--- src/rhsv_pkg.sv ---
// Package for the RGB to HSV pixel converter: pipeline word types and hue constants.
// Depends on nothing; used by rgb_to_hsv_pixel.

package rhsv_pkg;

  // Quotient bits produced by the divider, one per pipeline stage.
  localparam int DivSteps = 8;
  localparam int HueNumW  = 14;  // 30 * t, t <= 510
  localparam int SatNumW  = 16;  // 255 * d, d <= 255
  localparam int TrialW   = 17;  // width of a trial subtraction

  // Hue offsets, already halved. The chroma term adds floor(30 * t / d) on top.
  localparam logic [7:0] HueGrey     = 8'd120;
  localparam logic [7:0] HueBaseBlue = 8'd90;
  localparam logic [7:0] HueBaseGrn  = 8'd30;
  localparam logic [7:0] HueBaseRed  = 8'd0;
  localparam logic [7:0] HueBaseWrap = 8'd150;

  // Word after the extremum stage.
  typedef struct packed {
    logic       grey;
    logic [7:0] hue_base;
    logic [7:0] mx;
    logic [7:0] d;
    logic [8:0] t;
  } pre_t;

  // Word travelling through the divider stages.
  typedef struct packed {
    logic               grey;
    logic [7:0]         hue_base;
    logic [7:0]         mx;
    logic [7:0]         d;
    logic [HueNumW-1:0] rem_h;
    logic [7:0]         q_h;
    logic [SatNumW-1:0] rem_s;
    logic [7:0]         q_s;
  } div_t;

endpackage

--- src/rgb_to_hsv_pixel.sv ---
// Pipelined RGB to HSV converter for 8-bit pixels, one word per clock unless out_ready stalls it.
// Throughput: one word per cycle while the output is not stalled; the restoring divider has eight stages.
// Stalls ripple back stage by stage, so bubbles are squeezed out before input stalls.
// Reset: synchronous, active low rst_n clears every stage valid bit.
// Depends on rhsv_pkg.

module rgb_to_hsv_pixel (
  input  logic       clk,
  input  logic       rst_n,
  input  logic       in_valid,
  output logic       in_ready,
  input  logic [7:0] in_blue,
  input  logic [7:0] in_green,
  input  logic [7:0] in_red,
  output logic       out_valid,
  input  logic       out_ready,
  output logic [7:0] out_hue,
  output logic [7:0] out_saturation,
  output logic [7:0] out_brightness
);

  // Stage 0 finds the extremes, stage 1 forms the two numerators, stages
  // 2 to 9 each resolve one quotient bit of both divisions, stage 10 is the
  // output register.
  localparam int NumStages = rhsv_pkg::DivSteps + 3;
  localparam int LastStage = NumStages - 1;

  logic [NumStages-1:0] vld_r;
  logic [NumStages-1:0] en;

  rhsv_pkg::pre_t pre_r, pre_nxt;
  rhsv_pkg::div_t div_r   [0:rhsv_pkg::DivSteps];
  rhsv_pkg::div_t div_nxt [0:rhsv_pkg::DivSteps];

  logic [7:0] hue_r, hue_nxt;
  logic [7:0] sat_r, sat_nxt;
  logic [7:0] val_r;

  // A stage may load when it is empty or its word moves on in this cycle.
  always_comb begin
    en[LastStage] = !vld_r[LastStage] || out_ready;
    for (int k = LastStage - 1; k >= 0; k--) begin
      en[k] = !vld_r[k] || en[k+1];
    end
  end

  assign in_ready = en[0];

  always_ff @(posedge clk) begin
    if (!rst_n) begin
      vld_r <= '0;
    end else begin
      if (en[0]) begin
        vld_r[0] <= in_valid;
      end
      for (int k = 1; k < NumStages; k++) begin
        if (en[k]) begin
          vld_r[k] <= vld_r[k-1];
        end
      end
    end
  end

  // Extremum stage. Blue wins ties, then green, which also makes a grey
  // pixel take the blue branch. Every hue case is rewritten as
  // base + floor(30 * t / d) with 0 <= t <= 2d so the divider never sees a
  // negative numerator.
  always_comb begin
    logic       b_max;
    logic       g_max;
    logic [7:0] mx;
    logic [7:0] mn;
    logic [7:0] d;
    b_max = (in_blue >= in_green) && (in_blue >= in_red);
    g_max = !b_max && (in_green >= in_red);
    if (b_max) begin
      mx = in_blue;
    end else if (g_max) begin
      mx = in_green;
    end else begin
      mx = in_red;
    end
    if ((in_blue <= in_green) && (in_blue <= in_red)) begin
      mn = in_blue;
    end else if (in_green <= in_red) begin
      mn = in_green;
    end else begin
      mn = in_red;
    end
    d = mx - mn;
    pre_nxt.mx   = mx;
    pre_nxt.d    = d;
    pre_nxt.grey = (d == 8'd0);
    priority if (b_max) begin
      pre_nxt.hue_base = rhsv_pkg::HueBaseBlue;
      pre_nxt.t        = {1'b0, in_red} - {1'b0, in_green} + {1'b0, d};
    end else if (g_max) begin
      pre_nxt.hue_base = rhsv_pkg::HueBaseGrn;
      pre_nxt.t        = {1'b0, in_blue} - {1'b0, in_red} + {1'b0, d};
    end else if (in_green >= in_blue) begin
      pre_nxt.hue_base = rhsv_pkg::HueBaseRed;
      pre_nxt.t        = {1'b0, in_green} - {1'b0, in_blue};
    end else begin
      // Red largest with blue above green: the angle wraps past 360.
      pre_nxt.hue_base = rhsv_pkg::HueBaseWrap;
      pre_nxt.t        = {1'b0, d} + {1'b0, in_green} - {1'b0, in_blue};
    end
  end

  always_ff @(posedge clk) begin
    if (en[0]) begin
      pre_r <= pre_nxt;
    end
  end

  // Numerator stage: 30 * t and 255 * d by shift and subtract.
  always_comb begin
    div_nxt[0].grey     = pre_r.grey;
    div_nxt[0].hue_base = pre_r.hue_base;
    div_nxt[0].mx       = pre_r.mx;
    div_nxt[0].d        = pre_r.d;
    div_nxt[0].rem_h    = {pre_r.t, 5'b0} - {4'b0, pre_r.t, 1'b0};
    div_nxt[0].q_h      = 8'd0;
    div_nxt[0].rem_s    = {pre_r.d, 8'b0} - {8'b0, pre_r.d};
    div_nxt[0].q_s      = 8'd0;
  end

  always_ff @(posedge clk) begin
    if (en[1]) begin
      div_r[0] <= div_nxt[0];
    end
  end

  // Restoring division, most significant quotient bit first. The hue
  // divides by d, the saturation by the maximum.
  for (genvar k = 0; k < rhsv_pkg::DivSteps; k++) begin : g_div
    localparam int Shift = rhsv_pkg::DivSteps - 1 - k;

    logic [rhsv_pkg::TrialW-1:0] trial_h;
    logic [rhsv_pkg::TrialW-1:0] trial_s;

    always_comb begin
      trial_h = {3'b0, div_r[k].rem_h} - ({9'b0, div_r[k].d} << Shift);
      trial_s = {1'b0, div_r[k].rem_s} - ({9'b0, div_r[k].mx} << Shift);
      div_nxt[k+1] = div_r[k];
      if (!trial_h[rhsv_pkg::TrialW-1]) begin
        div_nxt[k+1].rem_h        = trial_h[rhsv_pkg::HueNumW-1:0];
        div_nxt[k+1].q_h[Shift]   = 1'b1;
      end
      if (!trial_s[rhsv_pkg::TrialW-1]) begin
        div_nxt[k+1].rem_s        = trial_s[rhsv_pkg::SatNumW-1:0];
        div_nxt[k+1].q_s[Shift]   = 1'b1;
      end
    end

    always_ff @(posedge clk) begin
      if (en[k+2]) begin
        div_r[k+1] <= div_nxt[k+1];
      end
    end
  end

  // Output stage. A grey pixel divides by zero above, so its quotients
  // are discarded here in favour of the fixed grey answer.
  always_comb begin
    if (div_r[rhsv_pkg::DivSteps].grey) begin
      hue_nxt = rhsv_pkg::HueGrey;
      sat_nxt = 8'd0;
    end else begin
      hue_nxt = div_r[rhsv_pkg::DivSteps].hue_base + div_r[rhsv_pkg::DivSteps].q_h;
      sat_nxt = div_r[rhsv_pkg::DivSteps].q_s;
    end
  end

  always_ff @(posedge clk) begin
    if (en[LastStage]) begin
      hue_r <= hue_nxt;
      sat_r <= sat_nxt;
      val_r <= div_r[rhsv_pkg::DivSteps].mx;
    end
  end

  assign out_valid      = vld_r[LastStage];
  assign out_hue        = hue_r;
  assign out_saturation = sat_r;
  assign out_brightness = val_r;

`ifndef SYNTHESIS
  // The hue chroma quotient never exceeds sixty for a coloured pixel.
  a_hue_quot_range: assert property (@(posedge clk) disable iff (!rst_n)
    (vld_r[LastStage-1] && !div_r[rhsv_pkg::DivSteps].grey)
      |-> (div_r[rhsv_pkg::DivSteps].q_h <= 8'd60))
    else $error("hue quotient out of range");

  // The delivered hue always lies in 0..179.
  a_hue_range: assert property (@(posedge clk) disable iff (!rst_n)
    out_valid |-> (out_hue <= 8'd179))
    else $error("hue above 179");

  // A black pixel is grey: no saturation and the grey hue.
  a_black: assert property (@(posedge clk) disable iff (!rst_n)
    (out_valid && (out_brightness == 8'd0))
      |-> ((out_saturation == 8'd0) && (out_hue == rhsv_pkg::HueGrey)))
    else $error("black pixel gave colour");

  // With the output free the pipeline never refuses input.
  a_no_false_stall: assert property (@(posedge clk) disable iff (!rst_n)
    (!out_valid || out_ready) |-> in_ready)
    else $error("input stalled with output free");
`endif

endmodule
--- config.mk ---
export PLATFORM = sky130hd
export DESIGN_NAME = rgb_to_hsv_pixel
export DESIGN_NICKNAME = d
export VERILOG_FILES = /design/src/rhsv_pkg.sv /design/src/rgb_to_hsv_pixel.sv
export SDC_FILE = /design/constraint.sdc
export NUM_CORES = 1
export LEC_CHECK = 0
export ABC_AREA = 1
export BUFFER_PORTS_ARGS = -buffer_cell sky130_fd_sc_hd__buf_2
export CORE_MARGIN = 2
export CORE_UTILIZATION = 57
export DETAILED_ROUTE_END_ITERATION = 10
export MAX_ROUTING_LAYER = met4
export PLACE_DENSITY = 0.78
export SLEW_MARGIN = 5
export SYNTH_ARGS = -nofsm -noshare
export SYNTH_HDL_FRONTEND = slang
export SYNTH_SLANG_ARGS = --single-unit
export TNS_END_PERCENT = 30
--- constraint.sdc ---
create_clock -name clk -period 6.3 [get_ports clk]
set_input_delay 0.63 -clock clk [delete_from_list [all_inputs] [get_ports clk]]
set_output_delay 0.63 -clock clk [all_outputs]
set_load 0.02 [all_outputs]
==> results.py <==
metrics = {
    "sta": {
        "max_freq_ghz": 0.172,
        "finalCritPeriodShare": 0.923,
        "rsz0062_at_grt": "no",
        "hold_viol_final": 0,
        "tns_ns": 0,
        "skew_ns": 0.0210,
        "finalSetupViolCount": 0,
        "worstMarginPinSlew_ns": 1.12,
        "maxSlewViolCount": 0,
        "hold_ws_ns": 0.368,
        "max_slew_margin": 0.253,
        "finalCriticalPeriod_ns": 5.82,
    },
    "floorplanning": {
        "die_area_um2": 51400,
        "fp.dieW_um": 227,
        "io_pins": 54,
        "placement_rows": 81,
        "core_area_um2": 49000,
        "start_util": 0.577,
        "die_y_um": 227,
    },
    "logic_synthesis": {
        "synth_ff_type": "edfxtp_1",
        "yosysSeqAreaShare": 0.583,
        "yosys.area.top_type": "edfxtp_1",
        "synth_area_leaders": "edfxtp_1 57%, ha_1 8.9%, inv_1 5.2%",
        "synth_edf_count": 541,
        "netlist-cell-type-count": 57,
        "synth_top_area_share": 0.575,
        "netlist_area_um2": 28300,
        "avgSynthCellArea_um2": 11.2,
        "syn_nets": 2786,
        "synthArstFlopShare": 0,
        "synth.ff_latch_count": 552,
        "synthCells": 2515,
        "yosysWarnings": 0,
    },
    "worst_hold_path": {
        "hold_class": "in2reg",
        "whs_path_depth": 3,
        "min_from": "in_valid",
        "holdPathEnd": "vld_r[0]",
    },
    "cts": {
        "clockRootBuffer": "clkbuf_16",
        "cts_resized": 0,
        "clk_path_buf_depth": 3,
        "clk_pin_slew_worst_paths_ns": 0.06,
        "htreeDepth": 2,
        "cts.sinks": 552,
        "postCtsHoldBufs": 0,
        "insertion_delay_ns": 0.57,
        "cts_buffers": 52,
        "postCtsSetupBuffers": 0,
        "cts_tree": "yes",
    },
    "drt": {
        "routedWlPerCell_um": 16.3,
        "drt_pass1_iterations": 5,
        "vias": 17900,
        "ant_nets": 0,
        "drt_iter0_drc": 1059,
        "drc_errors": 0,
        "vias_per_cell": 5.36,
        "drt-total-wl_um": 54300,
    },
    "finish": {
        "drive_above_1_share": 0.0912,
        "insertedDiodeCount": 0,
        "final_common_cell": "edfxtp_1",
        "areaGrowthSynthToFinish_pct": 10.8,
        "layout_common_cells": "541 x edfxtp_1, 387 x inv_1, 361 x nand2_1",
        "num-nets-final": 2902,
        "nFillCells": 3554,
    },
    "grt": {
        "grt_use_total": 0.226,
        "grt_max_degree": 64,
        "antenna_found_initial": 0,
        "grt_overflow": 0,
        "grt_pass1_vias": 18300,
        "grt_pass1_wl_um": 89300,
    },
    "worst_setup_path": {
        "r2r_slack_ns": 3.18,
        "reg2reg_depth": 7,
        "end_kind": "flop",
        "critPathKind": "in2reg",
        "start_kind": "input pin",
        "worstPathRequired_ns": 6.61,
        "crit-reg2reg-launch": "vld_r[10]",
        "reg2reg_to": "div_r[3][44]",
        "cp.arrival_ns": 6.12,
        "crit_path_start": "in_red[7]",
        "critPathMaxFanout": 11,
    },
    "place": {
        "port_buffers": 53,
        "globalplace.congestion": 0.984,
        "hpwl_um": 41200,
    },
    "power_and_ir_drop": {
        "cellPowerDensity_nw_per_um2": 589,
        "leakage_nw": 13.5,
        "ir_drop_mv": 0.271,
        "power_mw": 18.4,
    },
    "outcome": {
        "status": "finished, final reports clean",
    },
    "flow_run": {
        "cap_violations": 0,
    },
}
routing by layer:
layer	vias up	routed length (um)	part of all wire	track usage
met5	-	0	0	-
li1	8892	-	-	-
met3	131	1870	0.034	0.0254
met1	8484	20400	0.38	0.233
met2	404	29600	0.55	0.430
met4	0	2390	0.044	0.0983
cells by family after synthesis:
| family | after synthesis | share of synthesized area |
|---|---|---|
| AOI/OAI and AO/OA | 425 | 0.0841 |
| xor gates and xnor gates | 133 | 0.0412 |
| adders and majority gates | 243 | 0.118 |
| buffers and inverters | 418 | 0.0583 |
| DFF | 552 | 0.583 |
| muxes | 2 | 0.000753 |
| and+or+nand+nor | 742 | 0.115 |
worst max-delay path: stages:
cell and delay [ns]:
buf_2 0.18, inv_1 0.19, ha_1 0.35, nand2_1 0.07
nor2_1 0.19, nand4_1 0.15, nand3_1 0.20, nand2_4 0.16
inv_4 0.16, nor2_8 0.08, inv_2 0.12, nor2_1 0.07
nor3_2 0.20, inv_1 0.11, ha_1 0.29, nand2_1 0.05
o21ai_0 0.37, a21oi_1 0.14, o21ai_0 0.25, xor2_1 0.24
inv_1 0.22, fa_1 0.52, ha_1 0.37, inv_1 0.09
o311ai_0 0.42, xor2_1 0.14, nand2_1 0.08, nand3_1 0.07
report_power, final:
| part | leakage, nW | total [mW] | switching (mW) | internal, mW |
|---|---|---|---|---|
| clock network | 0.894 | 3.29 | 1.32 | 1.97 |
| registers | 5.77 | 7.00 | 0.787 | 6.21 |
| logic | 6.86 | 8.16 | 4.89 | 3.26 |
worst max-delay path by stage:
stage | to | slack (ns)
finish | pre_r[7] | 0.48
floorplan | in_ready | 0.49
CTS | pre_r[7] | 0.63
detailed placement | pre_r[7] | 0.05
global route | pre_r[8] | 0.20
global placement | pre_r[8] | 0.16
metrics by stage:
| stage | instance area [um2] | utilization | worst slack, ns | instances |
|---|---|---|---|---|
| floorplan | 28300 | - | 0.489 | 2515 |
| global placement | 29400 | 0.602 | 0.157 | 3241 |
| detailed placement | 29400 | 0.602 | 0.0495 | 3241 |
| CTS | 31300 | 0.640 | 0.634 | 3339 |
| global route | 31300 | 0.640 | 0.201 | 3339 |
| finish | 31300 | 0.640 | 0.484 | 3339 |
flip-flops by register name (all words and copies together) (netlist names):
| signal | flops |
|---|---|
| out_saturation | 8 |
| div_nxt | 22 |
| pre_r | 9 |
| div_r | 486 |
| out_hue | 8 |
| vld_r | 11 |
| out_brightness | 8 |
cell usage after synthesis, types with 7 or more instances:
cell type  count
a21o_1         8
a21oi_1      192
a31oi_1       10
buf_2          8
buf_6          7
dfxtp_1       11
edfxtp_1     541
fa_1          41
ha_1         202
inv_1        389
inv_2          8
nand2_1      363
nand2_2        8
nand3_1       83
nand4_1       25
nor2_1       188
nor3_1        17
o211ai_1      25
o21ai_0      125
o21ai_1       17
o221ai_1       7
or2_2         20
xnor2_1       52
xor2_1        81
final cells by class:
class,instances,area (um2),area share
Clock buffer,72,1500,0.0479
Clock inverter,26,360,0.0115
Inverter,398,1500,0.0478
Multi-Input combinational cell,1545,10200,0.325
Sequential cell,552,16500,0.526
Tap cell,664,831,0.0265
Timing Repair Buffer,82,483,0.0154
Power figures use the tool's default switching activity.
